--- src/hw/rtl/hsct_pkg.sv ---
// ----------------------------------------------------------------------------
// hsct_pkg: shared constants and types of the harmonic sine/cosine table
// Widths, CORDIC constants and fixed-point helpers.
// ----------------------------------------------------------------------------
package hsct_pkg;
	localparam int ANGLE_BITS = 16;
	localparam int FRAC_BITS = 16;
	localparam int OUT_BITS = FRAC_BITS + 2;
	localparam int CORDIC_STEPS = 16;
	localparam int STEP_BITS = 4;
	localparam int HARM_BITS = 6;
	localparam int NFP_BITS = 8;
	localparam logic signed [33:0] GAIN_Q30 = 34'sd652032874;
	localparam logic signed [OUT_BITS-1:0] ONE_Q = OUT_BITS'(1) << FRAC_BITS;

	localparam logic [1:0] REG_MAX_M = 2'd0;
	localparam logic [1:0] REG_MAX_N = 2'd1;
	localparam logic [1:0] REG_NFP = 2'd2;

	typedef logic signed [OUT_BITS-1:0] trig_t;

	function automatic logic signed [33:0] atan_turn(input logic [STEP_BITS-1:0] i);
		case (i)
			4'd0: atan_turn = 34'sd536870912;
			4'd1: atan_turn = 34'sd316933406;
			4'd2: atan_turn = 34'sd167458907;
			4'd3: atan_turn = 34'sd85004756;
			4'd4: atan_turn = 34'sd42667331;
			4'd5: atan_turn = 34'sd21354465;
			4'd6: atan_turn = 34'sd10679838;
			4'd7: atan_turn = 34'sd5340245;
			4'd8: atan_turn = 34'sd2670163;
			4'd9: atan_turn = 34'sd1335087;
			4'd10: atan_turn = 34'sd667544;
			4'd11: atan_turn = 34'sd333772;
			4'd12: atan_turn = 34'sd166886;
			4'd13: atan_turn = 34'sd83443;
			4'd14: atan_turn = 34'sd41722;
			default: atan_turn = 34'sd20861;
		endcase
	endfunction

	// Saturate a wide signed value to plus or minus one.
	function automatic trig_t sat_one(input logic signed [47:0] v);
		logic signed [47:0] one;
		one = 48'sd1 <<< FRAC_BITS;
		if (v > one) sat_one = ONE_Q;
		else if (v < -one) sat_one = -ONE_Q;
		else sat_one = OUT_BITS'(v);
	endfunction
endpackage

--- src/hw/rtl/harmonic_sincos_table_core.sv ---
// ----------------------------------------------------------------------------
// harmonic_sincos_table_core: harmonics of cos and sin for one grid point
// One shared CORDIC datapath and one shared rotation multiplier under a
// small sequencer.
// ----------------------------------------------------------------------------
// A request on s_axis carries theta (bits 15:0) and zeta (bits 31:16). On
// acceptance the block scales zeta by field_periods. It runs a 16-step
// CORDIC for theta and then for the scaled zeta, one micro-rotation per cycle.
// Each angle goes through one load step, 16 iterations and one capture step.
// After both angles it emits harmonic 0. It then emits one result per
// harmonic k up to max(max_m, max_n) on m_axis, and tlast marks the final
// one. Each harmonic after zero goes through four multiply phases of the
// shared multiplier (new cos and sin for theta and for zeta), one step to
// round the last sum and one emit step. s_axis_tready is high only while the
// block is idle. A stall on m_axis holds the pending result in the output
// register. The sequencer then waits in its emit step. Reset aborts any grid
// point and loads the register defaults (max_m 4, max_n 4, field_periods 1).
// Registers are written through cfg_we, cfg_index and cfg_data; the user
// must write them only while idle, as the block itself does not enforce it.
// ----------------------------------------------------------------------------
module harmonic_sincos_table_core (
	input  logic clk,
	input  logic arst_n,
	input  logic cfg_we,
	input  logic [1:0] cfg_index,
	input  logic [7:0] cfg_data,
	input  logic s_axis_tvalid,
	output logic s_axis_tready,
	// tdata: theta_angle[15:0], zeta_angle[31:16]
	input  logic [31:0] s_axis_tdata,
	output logic m_axis_tvalid,
	input  logic m_axis_tready,
	// tdata: harmonic_index[5:0], cos_m_theta[23:6], sin_m_theta[41:24],
	// cos_n_zeta[59:42], sin_n_zeta[77:60], zero fill [79:78]
	output logic [79:0] m_axis_tdata,
	// tuser: m_valid[0], n_valid[1]
	output logic [1:0] m_axis_tuser,
	output logic m_axis_tlast
);
	import hsct_pkg::*;

	localparam logic [2:0] ST_IDLE = 3'd0;
	localparam logic [2:0] ST_CORD = 3'd1;
	localparam logic [2:0] ST_FIN = 3'd2;
	localparam logic [2:0] ST_MUL = 3'd3;
	localparam logic [2:0] ST_EMIT = 3'd4;
	localparam logic [2:0] ST_RND = 3'd5;

	logic [2:0] state_q;
	logic [HARM_BITS-1:0] max_m_q, max_n_q, k_q, top_q;
	logic [NFP_BITS-1:0] nfp_q;
	logic [ANGLE_BITS-1:0] zeta_q, theta_q;
	logic which_q; // 0 theta, 1 zeta
	logic [STEP_BITS-1:0] step_q;
	logic [1:0] quad_q, mph_q;
	logic signed [33:0] x_q, y_q, z_q;
	trig_t cm1_q, sm1_q, cn1_q, sn1_q, cm_q, sm_q, cn_q, sn_q;
	logic signed [47:0] acc_q;

	// CORDIC preparation of an angle.
	logic [ANGLE_BITS-1:0] ang_sel;
	logic [31:0] a32, d32;
	logic [1:0] qd;
	assign ang_sel = which_q ? zeta_q : theta_q;
	assign a32 = {ang_sel, {(32 - ANGLE_BITS){1'b0}}};
	assign qd = 2'((a32 + 32'h2000_0000) >> 30);
	assign d32 = a32 - {qd, 30'd0};

	logic signed [33:0] xs, ys, at;
	assign xs = x_q >>> step_q;
	assign ys = y_q >>> step_q;
	assign at = atan_turn(step_q);

	localparam int SH = 30 - FRAC_BITS;
	trig_t cx, sy, qc, qs;
	assign cx = sat_one(48'((48'(x_q) + (48'sd1 <<< (SH - 1))) >>> SH));
	assign sy = sat_one(48'((48'(y_q) + (48'sd1 <<< (SH - 1))) >>> SH));
	always_comb begin
		case (quad_q)
			2'd0: begin qc = cx; qs = sy; end
			2'd1: begin qc = -sy; qs = cx; end
			2'd2: begin qc = -cx; qs = -sy; end
			default: begin qc = sy; qs = -cx; end
		endcase
	end

	// Shared multiplier: phases 0..3 = new cm, new sm, new cn, new sn.
	trig_t ma, mb, mc, md;
	always_comb begin
		case (mph_q)
			2'd0: begin ma = cm_q; mb = cm1_q; mc = sm_q; md = -sm1_q; end
			2'd1: begin ma = sm_q; mb = cm1_q; mc = cm_q; md = sm1_q; end
			2'd2: begin ma = cn_q; mb = cn1_q; mc = sn_q; md = -sn1_q; end
			default: begin ma = sn_q; mb = cn1_q; mc = cn_q; md = sn1_q; end
		endcase
	end
	logic signed [35:0] prod_a, prod_b;
	logic signed [47:0] prod_sum;
	trig_t rnd;
	assign prod_a = ma * mb;
	assign prod_b = mc * md;
	assign prod_sum = 48'(prod_a) + 48'(prod_b);
	assign rnd = sat_one((acc_q + (48'sd1 <<< (FRAC_BITS - 1))) >>> FRAC_BITS);

	// Payload captured with the request.
	logic [ANGLE_BITS+NFP_BITS-1:0] zprod;
	assign zprod = s_axis_tdata[31:16] * nfp_q;

	logic out_free;
	assign out_free = !m_axis_tvalid || m_axis_tready;
	assign s_axis_tready = (state_q == ST_IDLE);

	always_ff @(posedge clk or negedge arst_n) begin
		if (!arst_n) begin
			state_q <= ST_IDLE;
			max_m_q <= 6'd4;
			max_n_q <= 6'd4;
			nfp_q <= 8'd1;
			m_axis_tvalid <= 1'b0;
		end else begin
			if (cfg_we) begin
				case (cfg_index)
					REG_MAX_M: max_m_q <= cfg_data[HARM_BITS-1:0];
					REG_MAX_N: max_n_q <= cfg_data[HARM_BITS-1:0];
					REG_NFP: nfp_q <= cfg_data;
					default: ;
				endcase
			end
			// The emit step reloads the output register itself.
			if (m_axis_tvalid && m_axis_tready && state_q != ST_EMIT)
				m_axis_tvalid <= 1'b0;
			case (state_q)
				ST_IDLE: begin
					if (s_axis_tvalid) begin
						theta_q <= s_axis_tdata[15:0];
						zeta_q <= zprod[ANGLE_BITS-1:0];
						which_q <= 1'b0;
						top_q <= (max_m_q > max_n_q) ? max_m_q : max_n_q;
						state_q <= ST_FIN;
						mph_q <= 2'd3; // marks a fresh angle load
					end
				end
				ST_CORD: begin
					if (z_q >= 0) begin
						x_q <= x_q - ys; y_q <= y_q + xs; z_q <= z_q - at;
					end else begin
						x_q <= x_q + ys; y_q <= y_q - xs; z_q <= z_q + at;
					end
					step_q <= step_q + 4'd1;
					if (step_q == 4'(CORDIC_STEPS - 1)) begin
						state_q <= ST_FIN;
						mph_q <= 2'd0;
					end
				end
				ST_FIN: begin
					if (mph_q == 2'd3) begin
						// Load the angle and start the iterations.
						x_q <= GAIN_Q30;
						y_q <= '0;
						z_q <= 34'($signed(d32));
						quad_q <= qd;
						step_q <= '0;
						state_q <= ST_CORD;
					end else if (!which_q) begin
						cm1_q <= qc; sm1_q <= qs;
						which_q <= 1'b1;
						mph_q <= 2'd3;
					end else begin
						cn1_q <= qc; sn1_q <= qs;
						cm_q <= ONE_Q; sm_q <= '0; cn_q <= ONE_Q; sn_q <= '0;
						k_q <= '0;
						state_q <= ST_EMIT;
					end
				end
				ST_MUL: begin
					// acc_q holds the previous phase's sum; commit it.
					acc_q <= prod_sum;
					mph_q <= mph_q + 2'd1;
					case (mph_q)
						2'd0: ;
						2'd1: cm_q <= rnd;
						2'd2: sm_q <= rnd;
						default: begin
							cn_q <= rnd;
							state_q <= ST_RND;
						end
					endcase
				end
				ST_RND: begin
					sn_q <= rnd;
					state_q <= ST_EMIT;
				end
				ST_EMIT: begin
					if (out_free) begin
						m_axis_tvalid <= 1'b1;
						m_axis_tdata <= {2'b00,
							(k_q <= max_n_q) ? sn_q : trig_t'(0),
							(k_q <= max_n_q) ? cn_q : trig_t'(0),
							(k_q <= max_m_q) ? sm_q : trig_t'(0),
							(k_q <= max_m_q) ? cm_q : trig_t'(0), k_q};
						m_axis_tuser <= {k_q <= max_n_q, k_q <= max_m_q};
						m_axis_tlast <= (k_q == top_q);
						if (k_q == top_q) state_q <= ST_IDLE;
						else begin
							k_q <= k_q + 6'd1;
							mph_q <= 2'd0;
							state_q <= ST_MUL;
						end
					end
				end
				default: state_q <= ST_IDLE;
			endcase
		end
	end

	assert property (@(posedge clk) disable iff (!arst_n)
		s_axis_tready |-> state_q == ST_IDLE)
		else $error("ready outside idle");
	assert property (@(posedge clk) disable iff (!arst_n)
		(m_axis_tvalid && !m_axis_tready) |=> m_axis_tvalid)
		else $error("result dropped under stall");
	assert property (@(posedge clk) disable iff (!arst_n)
		(state_q == ST_CORD) |-> !s_axis_tready)
		else $error("accepting during CORDIC");
endmodule
--- config.mk ---
export PLATFORM = sky130hd
export DESIGN_NAME = harmonic_sincos_table_core
export DESIGN_NICKNAME = d
export VERILOG_FILES = /design/src/hw/rtl/hsct_pkg.sv /design/src/hw/rtl/harmonic_sincos_table_core.sv
export SDC_FILE = /design/constraint.sdc
export NUM_CORES = 2
export LEC_CHECK = 0
export ABC_CLOCK_PERIOD_IN_PS = 12400
export BUFFER_PORTS_ARGS = -buffer_cell sky130_fd_sc_hd__buf_2
export CAP_MARGIN = 40
export CORE_ASPECT_RATIO = 1.25
export CORE_MARGIN = 1.5
export CORE_UTILIZATION = 35
export DETAILED_ROUTE_END_ITERATION = 8
export PLACE_DENSITY_LB_ADDON = 0.2
export SETUP_SLACK_MARGIN = 0.3
export SYNTH_ARGS = -nofsm -noshare
export SYNTH_HDL_FRONTEND = slang
export SYNTH_SLANG_ARGS = --single-unit
--- constraint.sdc ---
create_clock -name clk -period 12.4 [get_ports clk]
set_clock_uncertainty 0.05 [all_clocks]
set_input_delay 3.1 -clock clk [delete_from_list [all_inputs] [get_ports clk]]
set_output_delay 3.1 -clock clk [all_outputs]
set_load 0.02 [all_outputs]
==> results_dict.tcl <==
set metrics [dict create \
    hold_viol_final 0 \
    tightest_slew_ns 0.950 \
    status "complete, no violations" \
    synthMostInstantiatedCell "inv_1" \
    drv_slew 0 \
    nFillCells 16700 \
    gr-total-overflow 0 \
    viasPerCell 5.23 \
    synth-main-ff-cell "edfxtp_1" \
    vias 43800 \
    critical_path_arrival_ns 10.69 \
    antenna_found_initial 7 \
    h-tree-depth 2 \
    portBuffers 129 \
    cts_setup_buffers 0 \
    min_period_ns 10.32 \
    rrSetupSlack_ns 2.08 \
    cts.path.max_buffers 3 \
    ys_warn_count 0 \
    multi_input_comb_area_um2 40500 \
    insertion_delay_ns 0.69 \
    worstSetupStartpoint "sn1_q[5]" \
    ctsResizeCount 0 \
    synth_area_um2 58300 \
    yosysTopAreaCellShare_pct 27.2 \
    drt_first_pass_iters 8 \
    holdBufCountCts 0 \
    hp-class "flip-flop to flip-flop" \
    setup.worst_path.end_class "flip-flop" \
    synth.avg_cell_area_um2 9.55 \
    r2r_start "sn1_q[5]" \
    hp-start "cn_q[14]" \
    grt_max_degree 76 \
    drive_gt1_share_pct 9.36 \
    register_area_um2 13300 \
    initial_core_util_pct 35.2 \
    synth_commonest_cells "933 x inv_1, 791 x fa_1, 780 x nand2_1" \
    worstSetupPathType "flip-flop to flip-flop" \
    endpoint "acc_q[46]" \
    clock_sinks 456 \
    die_h_um 459 \
    syn2layout_area_growth_pct 9.21 \
    tns_ns 0 \
    critPathMaxFanout 12 \
    wire_per_inst_um 21.4 \
    startpoint_type "flip-flop" \
    max_stage_delay_ns 0.75 \
    rows 167 \
    final_util_pct 38.4 \
    synth_area_leaders "fa_1 27%, edfxtp_1 21%, ha_1 6.7%, inv_1 6.0%, nand2_1 5.0%" \
    finalCritPeriodShare_pct 83.2 \
    setup_viol 0 \
    cts_tree "yes" \
    ant_nets 0 \
    grt_pass1_wl_um 276000 \
    die-area_um2 169000 \
    clkSlewWorstSetupHoldPaths_ns 0.06 \
    boundaryPins 132 \
    cp_data_required_time_ns 12.78 \
    fin_nets 7292 \
    synth_enable_flop_cells 402 \
    synth_cell_type_count 92 \
    first_global_vias 45600 \
    core_um2 165000 \
    dp_hpwl_um 147000 \
    async_flop_share_pct 5.26 \
    timing.rr.end "acc_q[46]" \
    cpMaxStageDelayCell "o21a_1" \
    grt_use_total_pct 21.3 \
    synth-seq-area-share_pct 22.8 \
    ff2ff_path_depth 30 \
    cpMostUsedCell "fa_1" \
    clock.fmax_mhz 96.9 \
    synth_seq_cells 456 \
    max_slew_margin_pct 36.7 \
    die_w_um 368 \
    cts_inserted_buffers 54 \
    drv_cap 0 \
    gp_congestion 0.919 \
    wl_um 179000 \
    yosys.area.top_type "fa_1" \
    rsz0062_at_grt "no" \
    root_buffer "clkbuf_16" \
    synth_cells 6101 \
    drtIter0Drc 3030 \
    drcViolationCount 0 \
]
[worst max-delay path, delay by kind of cell, from the launching register on]
| kind | cells | cell delay, ns |
|---|---|---|
| compound gates | 7 | 2.05 |
| xor+xnor | 1 | 0.09 |
| fa+ha+maj | 9 | 4.32 |
| buf+inv | 3 | 0.16 |
| flops | 1 | 0.43 |
| simple gates | 10 | 2.98 |
[per-layer routing]
metal,wire length (µm),track usage [%],share of wire (%)
met1,74400,26.9,42
met2,87000,36.3,49
met3,9340,2.93,5.2
met4,8450,8.80,4.7
met5,21,0,0.012
[how the worst min path moves through the flow]
stage                             to  cells after the start  slack (ns)
global placement    m_axis_tdata[56]                      1        0.50
detailed placement  m_axis_tdata[56]                      1        0.50
finish              m_axis_tdata[56]                      1        0.51
CTS                 m_axis_tdata[56]                      1        0.51
floorplan                   nfp_q[5]                      1        0.45
global route              max_n_q[1]                      1        0.53
[registers in the layout, summed over array words and instances (netlist names), 22 cells and up]
signal and flops:
acc_q 22, y_q 34, m_axis_tdata 78, z_q 34, x_q 34, at 30
[stage by stage]
step / cells / instance area [µm²] / hold WS (ns) / worst slack, ns
after floorplan: 6102 / 58300 / 0.450 / 1.95
after global routing: 8387 / 63600 / 0.531 / 1.60
after detailed placement: 8285 / 61600 / 0.496 / 2.10
after CTS: 8386 / 63600 / 0.510 / 2.09
final: 8388 / 63600 / 0.507 / 2.08
after global placement: 8258 / 61400 / 0.497 / 1.68
[cells in the final DEF, fill, tap and decap left out, types with 23 or more instances in the layout]
master / synthesis / final
o21bai_1: 25 / 25
nor3_1: 77 / 76
o31ai_1: 33 / 32
or2_2: 26 / 26
xnor2_1: 196 / 196
nand2b_1: 53 / 53
buf_2: 15 / 134
inv_1: 933 / 931
a21oi_1: 199 / 199
fa_1: 791 / 791
o21ai_0: 212 / 212
a31oi_1: 30 / 30
and3_1: 37 / 34
clkbuf_16: 0 / 55
and2_1: 166 / 166
nand3_1: 69 / 69
o21a_1: 26 / 26
dfxtp_1: 30 / 30
mux4_2: 72 / 72
nand2_1: 780 / 780
nor2_1: 516 / 511
ha_1: 310 / 306
a21o_1: 69 / 69
edfxtp_1: 402 / 402
buf_4: 10 / 103
nand4_1: 40 / 40
a22oi_1: 32 / 32
nor2b_1: 54 / 54
nor4_1: 23 / 23
xor2_1: 151 / 151
mux2_2: 100 / 100
mux2i_1: 106 / 102
[cells by family (layout without fill, tap and decap cells)]
| kind of cell | Yosys count | after routing | synth area share, % |
|---|---|---|---|
| and+or+nand+nor | 1917 | 1917 | 14.9 |
| buffers and inverters | 1193 | 1280 | 7.82 |
| adders and majority gates | 1101 | 1101 | 33.8 |
| AOI/OAI and AO/OA | 807 | 807 | 8.84 |
| DFF | 456 | 456 | 22.8 |
| xor gates and xnor gates | 347 | 347 | 5.22 |
| muxes | 279 | 279 | 6.56 |
| other | 1 | 4 | 0.00644 |
[area by class of cell]
cell class	count	share of cell area, %
diodes	2	0.00787
clock buffers	61	2.20
clock inverters	40	0.889
inverters	934	5.51
multi-input cells	4453	63.7
flip-flops and latches	456	20.9
well taps	2197	4.32
repair buffers	245	2.50
Power is not shown: default switching activity piles up to over one toggle a cycle in this logic, so the estimate is an artifact.
